==> config.mk <==
export PLATFORM = sky130hd
export DESIGN_NAME = pacm_ring
export DESIGN_NICKNAME = d
export VERILOG_FILES = /design/src/hw/rtl/pacm_pkg.sv /design/src/hw/rtl/pacm_ring.sv
export SDC_FILE = /design/constraint.sdc
export NUM_CORES = 1
export LEC_CHECK = 0
export ABC_AREA = 1
export BUFFER_PORTS_ARGS = -buffer_cell sky130_fd_sc_hd__buf_2
export CAP_MARGIN = 10
export CORE_MARGIN = 2
export CORE_UTILIZATION = 40
export DETAILED_ROUTE_END_ITERATION = 8
export PLACE_DENSITY_LB_ADDON = 0.05
export SYNTH_ARGS = -nofsm -noshare
export SYNTH_HDL_FRONTEND = slang
export SYNTH_SLANG_ARGS = --single-unit
==> constraint.sdc <==
create_clock -name i_clk -period 5.8 [get_ports i_clk]
set_clock_uncertainty 0.05 [all_clocks]
set_input_delay 1.16 -clock i_clk [delete_from_list [all_inputs] [get_ports i_clk]]
set_output_delay 1.16 -clock i_clk [all_outputs]
set_load 0.01 [all_outputs]
==> src/hw/rtl/pacm_pkg.sv <==
// Shared types, widths, constants and tables for the pointer angle to cursor mapper.
`timescale 1ns / 1ps

package pacm_pkg;

    // Field widths.
    localparam int DIR_W      = 16;
    localparam int PIX_W      = 14;
    localparam int CFG_IDX_W  = 8;
    localparam int CFG_DATA_W = 14;

    // Defaults for the top-level parameters.
    localparam int RING_LEN_DEF   = 4;
    localparam int ANGLE_ITER_DEF = 16;

    // CORDIC datapath.
    localparam int ATAN_LEN   = 24;
    localparam int ATAN_IDX_W = 5;
    localparam int ATAN_W     = 23;
    localparam int CX_W       = 28;
    localparam int Z_W        = 26;

    // Fraction and shared multiplier.
    localparam int NUM_W    = 23;
    localparam int FRAC_W   = 17;
    localparam int DIV_W    = 7;
    localparam int MUL_A_W  = 26;
    localparam int MUL_B_W  = 24;
    localparam int PROD_W   = MUL_A_W + MUL_B_W;
    localparam int RECIP_SH = 32;

    // Angles in degrees times 65536.
    localparam logic signed [Z_W-1:0] DEG90  = 26'sd5898240;
    localparam logic signed [Z_W-1:0] DEG180 = 26'sd11796480;
    localparam logic signed [Z_W-1:0] OFF_X  = 26'sd3932160;
    localparam logic signed [Z_W-1:0] LIM_X  = 26'sd7864320;
    localparam logic signed [Z_W-1:0] OFF_Y  = 26'sd2949120;
    localparam logic signed [Z_W-1:0] LIM_Y  = 26'sd5898240;

    // Divisors of the offset angle span and their reciprocals, scaled by 2^32.
    localparam logic [DIV_W-1:0]   DIV_X   = 7'd120;
    localparam logic [DIV_W-1:0]   DIV_Y   = 7'd90;
    localparam logic [MUL_A_W-1:0] RECIP_X = 26'd35791394;
    localparam logic [MUL_A_W-1:0] RECIP_Y = 26'd47721858;

    localparam logic [FRAC_W-1:0] ONE_Q16 = 17'd65536;
    localparam logic [PIX_W-1:0]  PIX_MAX = 14'h3FFF;

    // Register reset values.
    localparam logic [CFG_DATA_W-1:0] X_ORIGIN_RST    = 14'd0;
    localparam logic [CFG_DATA_W-1:0] Y_ORIGIN_RST    = 14'd1080;
    localparam logic [CFG_DATA_W-1:0] PANE_WIDTH_RST  = 14'd1920;
    localparam logic [CFG_DATA_W-1:0] PANE_HEIGHT_RST = 14'd1080;

    // Register indexes.
    localparam logic [CFG_IDX_W-1:0] CFG_X_ORIGIN    = 8'd0;
    localparam logic [CFG_IDX_W-1:0] CFG_Y_ORIGIN    = 8'd1;
    localparam logic [CFG_IDX_W-1:0] CFG_PANE_WIDTH  = 8'd2;
    localparam logic [CFG_IDX_W-1:0] CFG_PANE_HEIGHT = 8'd3;

    typedef enum logic [3:0] {
        S_IDLE,
        S_INIT,
        S_ROT,
        S_FRAC,
        S_DMUL,
        S_DCOR,
        S_PMX,
        S_PMY,
        S_ROW,
        S_RING,
        S_AMX,
        S_AMY,
        S_ACY,
        S_DONE
    } t_state;

    typedef struct packed {
        logic rd;
        logic wr;
    } t_ring_ctl;

    // atan(2^-i) in degrees times 65536, rounded to nearest.
    localparam logic [ATAN_W-1:0] ATAN_TAB [ATAN_LEN] = '{
        23'd2949120, 23'd1740967, 23'd919879, 23'd466945,
        23'd234379,  23'd117304,  23'd58666,  23'd29335,
        23'd14668,   23'd7334,    23'd3667,   23'd1833,
        23'd917,     23'd458,     23'd229,    23'd115,
        23'd57,      23'd29,      23'd14,     23'd7,
        23'd4,       23'd2,       23'd1,      23'd0
    };

    function automatic int sum_w(input int len);
        return PIX_W + $clog2(len);
    endfunction

    function automatic int ptr_w(input int len);
        return (len > 1) ? $clog2(len) : 1;
    endfunction

endpackage

==> src/hw/rtl/pacm_ring.sv <==
// Moving-average ring: point memory, valid bits, write pointer and running sums.
`timescale 1ns / 1ps

module pacm_ring
    import pacm_pkg::*;
#(
    parameter int RING_LEN = RING_LEN_DEF
) (
    input  logic                           i_clk,
    input  logic                           i_rst_n,
    input  t_ring_ctl                      i_ctl,
    input  logic [PIX_W-1:0]               i_px,
    input  logic [PIX_W-1:0]               i_py,
    output logic [sum_w(RING_LEN)-1:0]     o_sum_x,
    output logic [sum_w(RING_LEN)-1:0]     o_sum_y
);

    localparam int SUM_W = sum_w(RING_LEN);
    localparam int PTR_W = ptr_w(RING_LEN);
    localparam logic [PTR_W-1:0] PTR_LAST = PTR_W'(RING_LEN - 1);

    logic [PIX_W-1:0]    r_mem_x [RING_LEN];
    logic [PIX_W-1:0]    r_mem_y [RING_LEN];
    logic [PIX_W-1:0]    r_rd_x;
    logic [PIX_W-1:0]    r_rd_y;
    logic                r_rd_vld;
    logic [RING_LEN-1:0] r_vld;
    logic [PTR_W-1:0]    r_ptr;
    logic [SUM_W-1:0]    r_sum_x;
    logic [SUM_W-1:0]    r_sum_y;

    logic [PIX_W-1:0] old_x;
    logic [PIX_W-1:0] old_y;

    // An entry never written since reset counts as zero.
    assign old_x = r_rd_vld ? r_rd_x : '0;
    assign old_y = r_rd_vld ? r_rd_y : '0;

    always_ff @(posedge i_clk) begin
        if (i_ctl.wr) begin
            r_mem_x[r_ptr] <= i_px;
            r_mem_y[r_ptr] <= i_py;
        end
        if (i_ctl.rd) begin
            r_rd_x <= r_mem_x[r_ptr];
            r_rd_y <= r_mem_y[r_ptr];
        end
    end

    always_ff @(posedge i_clk) begin
        if (!i_rst_n) begin
            r_vld    <= '0;
            r_rd_vld <= 1'b0;
            r_ptr    <= '0;
            r_sum_x  <= '0;
            r_sum_y  <= '0;
        end else begin
            if (i_ctl.rd) begin
                r_rd_vld <= r_vld[r_ptr];
            end
            if (i_ctl.wr) begin
                r_sum_x      <= r_sum_x - SUM_W'(old_x) + SUM_W'(i_px);
                r_sum_y      <= r_sum_y - SUM_W'(old_y) + SUM_W'(i_py);
                r_vld[r_ptr] <= 1'b1;
                r_ptr        <= (r_ptr == PTR_LAST) ? '0 : r_ptr + 1'b1;
            end
        end
    end

    assign o_sum_x = r_sum_x;
    assign o_sum_y = r_sum_y;

endmodule

==> results of run 1 <==
-- stage by stage --
| step | hold slack [ps] | area [µm²] | worst slack (ps) | power (mW) |
|---|---|---|---|---|
| 4_1_cts | 419 | 10700 | 2710 | 4.18 |
| 5_1_grt | 443 | 10700 | 2440 | 4.46 |
| 3_3_place_gp | 396 | 10100 | 2420 | 3.02 |
| 2_1_floorplan | 385 | 9520 | 2810 | 2.64 |
| 3_5_place_dp | 406 | 10100 | 2400 | 3.02 |
| 6_report | 417 | 10700 | 2740 | 4.13 |
-- logic make-up (layout without fill, tap and decap cells) --
group           Yosys count  after routing  share of synthesized area, %
fa+ha+maj                64             64                          10.6
simple gates            348            348                          15.3
flops                   179            179                          52.4
xor+xnor                 13             13                          1.20
buf+inv                 293            364                          12.0
compound gates          152            152                          8.46
-- metal layers --
metal	vias up	wire length (µm)	GRT usage, %
met5	-	0	0
met4	0	206	4.33
met3	15	832	2.34
met2	110	9960	29.3
met1	3135	11600	29.0
li1	3418	-	-
-- state kept, by name, summed over array words and instances, names as in the netlist --
| name | flops |
|---|---|
| o_sum_y | 16 |
| r_ptr | 2 |
| r_mem_x | 56 |
| r_mem_y | 56 |
| r_rd_x | 14 |
| r_rd_y | 14 |
| o_sum_x | 16 |
| r_rd_vld | 1 |
| r_vld | 4 |
-- power by group through the flow --
| stage | clock network, mW | registers, mW | logic (mW) |
|---|---|---|---|
| 3_3_place_gp | 0 | 1.58 | 1.44 |
| 3_5_place_dp | 0 | 1.58 | 1.44 |
| 6_report | 1.15 | 1.55 | 1.43 |
| 2_1_floorplan | 0 | 1.59 | 1.05 |
| 4_1_cts | 1.18 | 1.55 | 1.45 |
| 5_1_grt | 1.23 | 1.56 | 1.67 |
-- worst min-delay path, delay by kind of cell, from the launching register on --
family	cells	cell delay [ps]
flip-flops	1	320
AND/OR/NAND/NOR	2	110
-- final cells by class --
class	instances	share of cell area, %
repair buffers	72	3.57
flip-flops and latches	179	46.5
clock buffers	18	4.00
clock inverters	14	1.48
multi-input cells	577	31.6
inverters	260	9.10
well taps	319	3.72
-- worst paths after layout --
check | from | end | slack [ps]
setup / recovery | r_rd_vld$_SDFFE_PN0P_ | o_sum_y[8]$_SDFFE_PN0P_ | 2740
hold reg to reg | r_vld[0]$_SDFFE_PN0P_ | r_vld[0]$_SDFFE_PN0P_ | 420
hold / removal | r_vld[0]$_SDFFE_PN0P_ | r_vld[0]$_SDFFE_PN0P_ | 420
setup reg to reg | r_rd_vld$_SDFFE_PN0P_ | o_sum_y[8]$_SDFFE_PN0P_ | 2740
-- synthesized netlist by cell type (2+ instances only) --
cell type,n
nand4_1,3
nand2_2,8
xnor2_1,2
xor2_1,11
inv_1,258
clkbuf_1,19
ha_1,36
o22ai_1,28
a21oi_1,48
nand3_1,38
buf_4,4
dfxtp_1,39
nand2_1,197
o21ai_0,71
nor3_1,4
nor3_2,3
edfxtp_1,140
nand3_2,6
buf_6,2
o211ai_1,4
buf_2,5
nor2_1,84
fa_1,28
==> impl_results.md, run 1 <==
* Status: finished, final reports clean
* CP most frequent cell: inv_1
* Post-Layout Cell Count at 1439
* Die Span Y at 158 µm
* DR vias at 6678
* Htree depth at 4
* Area of the multi-input gates at 3390 µm²
* Synthesized flop and latch total at 179
* Initial DRT Pass Iterations at 5
* Worst-Skew Late Latency at 430 ps
* DR iter-0 viols at 428
* Cts hold-fix bufs at 0
* Final #Nets at 1203
* Util after Layout at 45.8%
* Initial antenna violation count at 0
* IO buf count at 63
* RSZ-0062 raised after global routing: false
* Syn_nets at 1145
* Layout cells sized above 1 at 11.3%
* Post-synth ARST share at 0%
* Setup crit start kind: flip-flop
* Syn Std Cell Area at 9520 µm²
* Clock-pin slew of the registers on the worst-case setup and hold paths at 70 ps
* Hold Violations, Final at 0
* Total CTS buffers at 17
* FF+latch area at 4990 µm²
* Rows at 56
* Die Wd at 158 µm
* CTS Buffer Depth at 2
* Critical Path RT at 6130 ps
* Postcts setup bufs at 0
* IO Pins at 64
* Fmax at 0.327 GHz
* DRC Markers at 0
* Area leader, netlist: edfxtp_1
* Core box area at 23400 µm²
* Worst Reg2Reg Path Length in Cells at 16
* Slew margin rel. at 42.3%
* DRT antenna net count at 0
* First-pass GRT wire length at 35.8 mm
* Total grt overflow at 0
* GRT Overall Usage at 19.1%
* Cell Int Power at 2.59 mW
* Die Area at 25100 µm²
* CTS tree: done
* Final wirelength at 22.6 mm
* Vias in the first global route at 6422
* Post-synth EDFFs at 140
* Vias per inst at 4.64
* Sequential share of the synthesized area at 52.4%
* Post-Place Cells at 1407
* CP top delay family: adder cells
* Routed wire per std cell at 15.7 µm
* Dpl hpwl at 15.3 mm
* Final Slew Violations at 0
* Clock network power share at 27.9%
* Pwr dens at 385 nW/µm²
* Setup TNS at 0 ps
* Net Sw Frac at 37.3%
* Max cap viols at 0
* NetSw at 1.54 mW
* Initial Util at 40.7%
* Top cells by area, synth: edfxtp_1 (44%), inv_1 (10%), dfxtp_1 (8.2%)
* Setup Crit Path Kind: flip-flop to flip-flop
* Synth unique cells at 34
* Cell count after synthesis at 1049
* Logic pwr share at 34.6%
* CP Cell Sequence: buf_4 > nand2_1 > inv_1 > ha_1 > inv_1 > ha_1 > inv_1 > fa_1 > inv_1 > nand3_1 > nand3_2 > a21oi_1 > or2_1 > nand3_1 > nand2_1 > inv_1
* Worst VDD drop at 0.173 mV
* Root buffer cell: clkbuf_16
* Final period utilization at 52.8%
* Top-area cell type share of the netlist area at 44.2%
* Crit-path max cell delay at 720 ps
* Hold depth at 2
* Crit-path max FO at 16
* Post-CTS sizing at 0
* Worst Path Buf+Inv at 6
* Levels on crit path at 16
* Worst Path Arrival at 3390 ps
* Most frequent cells in the layout: inv_1 (254), nand2_1 (197), edfxtp_1 (140), nor2_1 (84), o21ai_0 (71)
* Slew @ Worst Pin at 865 ps
* Synth Flop Type: edfxtp_1
* Tmin final at 3060 ps
* Commonest non-fill, non-tap cell in the layout: inv_1
* Leakage at 5.18 nW
* Crit. End Element: flip-flop
* # diodes at 0
* Area growth syn-to-layout at 12.6%
* CTS Sinks at 179
* Worst Hold Class: flip-flop to flip-flop
* Crit path max-delay cell type: dfxtp_1
* YS warnings at 0
* Setup-failing EPs final at 0
* Mean Syn Cell Area at 9.08 µm²
* Number of fillers in the final layout at 2348
* GPL Wtd Cong at 0.781
* Largest net degree at the start of global routing at 65
* Seq pwr share at 37.5%
(Power assumes the default switching activity.)
==> inputs of run 2 (changes only) <==
==> constraint.sdc (replaced) <==
create_clock -name i_clk -period 2.91 [get_ports i_clk]
set_clock_uncertainty 0.05 [all_clocks]
set_input_delay 0.582 -clock i_clk [delete_from_list [all_inputs] [get_ports i_clk]]
set_output_delay 0.582 -clock i_clk [all_outputs]
set_load 0.01 [all_outputs]
==> run 2 against run 1 <==
- combinational power rose by 100%
- utilization rose by 0.59 points
- clock power rose by 100%
- non-clock buffer count rose by 9
- die area did not move
- via count barely moved
- sequential power rose by 99%
- worst hold slack got worse by 90 ps
- largest power group unchanged
- register-to-register slack got worse by 2400 ps
- fmax rose by 21%
- power rose by 100%
- final cell count rose by 0.63%
==> impl_results.md, run 2 (synthesis gave the netlist of run 1 again) <==
* Post-CTS sizing at 0
* Final #Nets at 1212
* Hold Violations, Final at 0
* Slew margin rel. at 64.4%
* Crit-path max cell delay at 500 ps
* Final period utilization at 87.2%
* End of the worst hold path: r_mem_y[1][7]$_DFFE_PP_
* Most frequent cells in the layout: inv_1 (258), nand2_1 (197), edfxtp_1 (140), nor2_1 (84), o21ai_0 (71)
* Vias in the first global route at 6563
* Number of fillers in the final layout at 2376
* Root buffer cell: clkbuf_16
* Area of the multi-input gates at 3390 µm²
* Slew @ Worst Pin at 534 ps
* Largest net degree at the start of global routing at 49
* Crit path max-delay cell type: fa_1
* Worst setup margin at 373 ps
* Dpl hpwl at 16.0 mm
* Leakage at 5.27 nW
* Initial Util at 40.7%
* Commonest non-fill, non-tap cell in the layout: inv_1
* DR vias at 6672
* # diodes at 0
* Clock-pin slew of the registers on the worst-case setup and hold paths at 80 ps
* Worst r2r src: r_rd_vld$_SDFFE_PN0P_
* Total CTS buffers at 17
* Total grt overflow at 0
* RR Endpoint: o_sum_y[8]$_SDFFE_PN0P_
* GPL Wtd Cong at 0.772
* Rows at 56
* Post-Place Cells at 1416
* DRT antenna net count at 0
* Worst Reg2Reg Path Length in Cells at 13
* Postcts setup bufs at 0
* Setup-failing EPs final at 0
* CP Cell Sequence: buf_12 > nand2_1 > inv_1 > fa_1 > fa_1 > inv_1 > nand3_1 > nand3_2 > a21oi_1 > or2_1 > nand3_1 > nand2_1 > inv_1
* DR iter-0 viols at 416
* Crit-path max FO at 21
* Die Wd at 158 µm
* Setup TNS at 0 ps
* Worst slack, placed at 130 ps
* RSZ-0062 raised after global routing: false
* Cts hold-fix bufs at 0
* DRC Markers at 0
* Util after Layout at 46.4%
* IO Pins at 64
* Layout cells sized above 1 at 11.8%
* Crit. End Element: flip-flop
* Worst-Skew Late Latency at 430 ps
* GRT Overall Usage at 19.7%
* Die Area at 25100 µm²
* Worst VDD drop at 0.307 mV
* Worst Path Arrival at 2870 ps
* Tmin final at 2540 ps
* Final wirelength at 23.0 mm
* FF+latch area at 4990 µm²
* Routed wire per std cell at 15.9 µm
* Htree depth at 4
* IO buf count at 63
* Max cap viols at 0
* Die Span Y at 158 µm
* First-pass GRT wire length at 36.7 mm
* Status: finished, final reports clean
* Post-Layout Cell Count at 1448
* CTS tree: done
* Initial antenna violation count at 0
* Fmax at 0.394 GHz
* Pwr dens at 763 nW/µm²
* CTS Sinks at 179
* Hold depth at 1
* R2R Setup Slk at 370 ps
* CTS Buffer Depth at 2
* Hold_ws at 327 ps
* Area growth syn-to-layout at 14.1%
* Vias per inst at 4.61
* Largest registers: r_mem_x (56), r_mem_y (56)
* Min-Delay Startpoint: i_py[7]
* Setup crit start kind: flip-flop
* Final Slew Violations at 0
* CP most frequent cell: inv_1
* Critical Path RT at 3240 ps
* Setup Crit Path Kind: flip-flop to flip-flop
* Worst Hold Class: input port to flip-flop
* Core box area at 23400 µm²
* Initial DRT Pass Iterations at 5
run 2: cell types whose count changed in the layout (fill, tap and decap cells not counted), moves of 2 or more:
cell and delta:
buf_4 +5, buf_12 +4, inv_1 +4, clkinv_8 +3, inv_2 -2
run 2: stage by stage:
stage	area (µm²)	total power, mW
4_1_cts	10900	8.40
3_5_place_dp	10300	6.04
2_1_floorplan	9520	5.26
6_report	10900	8.28
5_1_grt	10900	8.97
3_3_place_gp	10300	6.02
run 2: final cells by class:
| class | instances | share of cell area [%] |
|---|---|---|
| clock inverters | 15 | 1.69 |
| multi-input cells | 577 | 31.2 |
| inverters | 260 | 8.99 |
| flip-flops and latches | 179 | 45.9 |
| well taps | 319 | 3.68 |
| clock buffers | 17 | 3.92 |
| repair buffers | 81 | 4.61 |
run 2: worst max-delay path, delay by kind of cell, from the launching register on:
family	cells	cell delay, ps
fa+ha+maj	2	960
compound gates	1	90
simple gates	6	610
flops	1	380
buf+inv	4	400
run 2: power by group:
part	internal, mW	leakage [nW]	switching [mW]
combinational	1.03	3.35	1.83
clock	1.17	0.294	1.16
sequential	2.99	1.63	0.0987
run 2: how the worst max path moves through the flow:
stage | start | cells after the start | to | slack (ps)
detailed placement | i_px[1] | 15 | o_sum_x[14]$_SDFFE_PN0P_ | 130
global route | r_rd_vld$_SDFFE_PN0P_ | 14 | o_sum_y[14]$_SDFFE_PN0P_ | 180
global placement | i_px[8] | 14 | o_sum_x[13]$_SDFFE_PN0P_ | 110
finish | r_rd_vld$_SDFFE_PN0P_ | 13 | o_sum_y[8]$_SDFFE_PN0P_ | 370
floorplan | r_rd_vld$_SDFFE_PN0P_ | 15 | o_sum_x[8]$_SDFFE_PN0P_ | 430
CTS | r_rd_vld$_SDFFE_PN0P_ | 13 | o_sum_y[8]$_SDFFE_PN0P_ | 340
run 2: routing by layer:
metal | routed length, µm | vias up | global-route usage [%]
li1 | - | 3441 | -
met1 | 12100 | 3141 | 29.4
met2 | 10100 | 81 | 30.6
met3 | 601 | 9 | 3.05
met4 | 140 | 0 | 4.08
met5 | 0 | - | 0
==> inputs of run 3 (changes only) <==
==> constraint.sdc (replaced) <==
create_clock -name i_clk -period 2.91 [get_ports i_clk]
set_clock_uncertainty 0.05 [all_clocks]
set_input_delay 0.291 -clock i_clk [delete_from_list [all_inputs] [get_ports i_clk]]
set_output_delay 0.291 -clock i_clk [all_outputs]
set_load 0.01 [all_outputs]
==> run 3 against run 2 <==
- global-route usage shrank 0.55 points
- register-to-register slack is essentially flat
- die area unchanged
- worst hold slack got worse by 280 ps
- critical path depth grew 2
- final cell count is 0.21% lower
- sequential share of layout area increased by 0.36 points
- clock-buffer cell count unchanged
- power decreased by 0.80%
- routed wire length fell by 1.8%
- critical path type unchanged
- critical endpoint is now o_sum_x[13]$_SDFFE_PN0P_
- largest cell class unchanged
- highest routed layer unchanged
==> impl_results.md, run 3 (synthesis gave the netlist of run 1 again) <==
* Status: finished, final reports clean
* Logic pwr share at 34.5%
* Seq pwr share at 37.7%
* Area growth syn-to-layout at 13.2%
* Leakage at 5.23 nW
* Cell Int Power at 5.16 mW
* Post-CTS sizing at 0
* Initial antenna violation count at 0
* Critical Path RT at 3190 ps
* Clock network power share at 27.8%
* Worst Hold Class: input port to flip-flop
* Setup-failing EPs final at 0
* Total CTS buffers at 17
* NetSw at 3.06 mW
* First-pass GRT wire length at 35.9 mm
* Die Wd at 158 µm
* Vias in the first global route at 6361
* DRC Markers at 0
* Final wirelength at 22.6 mm
* GRT Overall Usage at 19.2%
* Postcts setup bufs at 0
* Commonest non-fill, non-tap cell in the layout: inv_1
* Net Sw Frac at 37.2%
* Max cap viols at 0
* RSZ-0062 raised after global routing: false
* IO Pins at 64
* Rows at 56
* Crit. End Element: flip-flop
* Initial Util at 40.7%
* Setup crit start kind: flip-flop
* Core box area at 23400 µm²
* CTS Sinks at 179
* CTS tree: done
* DR vias at 6618
* Setup Crit Path Kind: flip-flop to flip-flop
* # diodes at 0
* FF+latch area at 4990 µm²
* Hold Violations, Final at 0
* GPL Wtd Cong at 0.792
* Root buffer cell: clkbuf_16
* Worst Path Arrival at 2810 ps
* Htree depth at 4
* Cts hold-fix bufs at 0
* Fmax at 0.395 GHz
* Dpl hpwl at 15.9 mm
* Slew margin rel. at 48.0%
* Crit-path max FO at 14
* Total placed instance area at 10200 µm²
* Final Slew Violations at 0
* CTS Buffer Depth at 2
* Largest registers: r_mem_x (56), r_mem_y (56)
* R2R Setup Slk at 380 ps
* Die Area at 25100 µm²
* Worst VDD drop at 0.323 mV
* Final Instance Area at 10800 µm²
* Final #Nets at 1209
* Area of the multi-input gates at 3390 µm²
* Routed wire per std cell at 15.6 µm
* Layout cells sized above 1 at 11.5%
* Pwr dens at 763 nW/µm²
* Largest net degree at the start of global routing at 58
* Total grt overflow at 0
* Initial DRT Pass Iterations at 5
* Setup TNS at 0 ps
* Worst-Skew Late Latency at 430 ps
* Final period utilization at 86.9%
* Vias per inst at 4.58
* Die Span Y at 158 µm
* DR iter-0 viols at 340
* IO buf count at 63
* Slew @ Worst Pin at 780 ps
* Clock-pin slew of the registers on the worst-case setup and hold paths at 70 ps
* DRT antenna net count at 0
* Number of fillers in the final layout at 2374
* Tmin final at 2530 ps
* Most frequent cells in the layout: inv_1 (258), nand2_1 (197), edfxtp_1 (140), nor2_1 (84), o21ai_0 (71)
## run 3: path summary, 6_finish.rpt
kind	startpoint	end	cells after the start
hold reg to reg	r_vld[3]$_SDFFE_PN0P_	r_vld[3]$_SDFFE_PN0P_	2
setup reg to reg	r_rd_vld$_SDFFE_PN0P_	o_sum_x[13]$_SDFFE_PN0P_	15
setup / recovery	r_rd_vld$_SDFFE_PN0P_	o_sum_x[13]$_SDFFE_PN0P_	15
hold / removal	i_px[3]	r_mem_x[2][3]$_DFFE_PP_	1
## run 3: worst max-delay path, cell delays in order (launching register included)
cell and delay [ps]:
dfxtp_1 310, buf_4 180, nand2_1 90, inv_1 60, fa_1 470, inv_1 40
ha_1 330, nand2_1 70, inv_1 110, nand2_1 90, nor3_1 230, nand2_1 110
nand3_1 100, nand3_1 70, nand2_1 60, inv_1 30
## run 3: through the flow
step / setup slack [ps] / utilization, % / power, mW / hold slack, ps / std cells
final: 380 / 46.0 / 8.22 / 44.1 / 1445
after global routing: 159 / 46.0 / 8.89 / 31.6 / 1445
after CTS: 409 / 46.0 / 8.32 / 25.2 / 1445
after detailed placement: 419 / 43.5 / 6.01 / 402 / 1413
after global placement: 339 / 43.5 / 6.01 / 396 / 1413
after floorplan: 425 / - / 5.26 / 340 / 1049
## run 3: metal layers
layer	GRT usage (%)	share of wire (%)	vias to the layer above
met5	0	0	-
li1	-	-	3437
met3	2.89	3.3	14
met1	29.6	53	3072
met4	4.63	0.76	0
met2	28.3	43	95
## run 3: power by group through the flow
stage	Clock [mW]	Sequential, mW	Combinational (mW)
3_3_place_gp	0	3.16	2.85
4_1_cts	2.36	3.10	2.87
3_5_place_dp	0	3.16	2.85
5_1_grt	2.45	3.12	3.32
6_report	2.28	3.10	2.84
2_1_floorplan	0	3.17	2.09
## run 3: cell type report
class	count	share of cell area (%)
Multi-Input combinational cell	577	31.5
Tap cell	319	3.70
Sequential cell	179	46.3
Inverter	260	9.06
Clock buffer	17	3.95
Timing Repair Buffer	78	4.09
Clock inverter	15	1.47
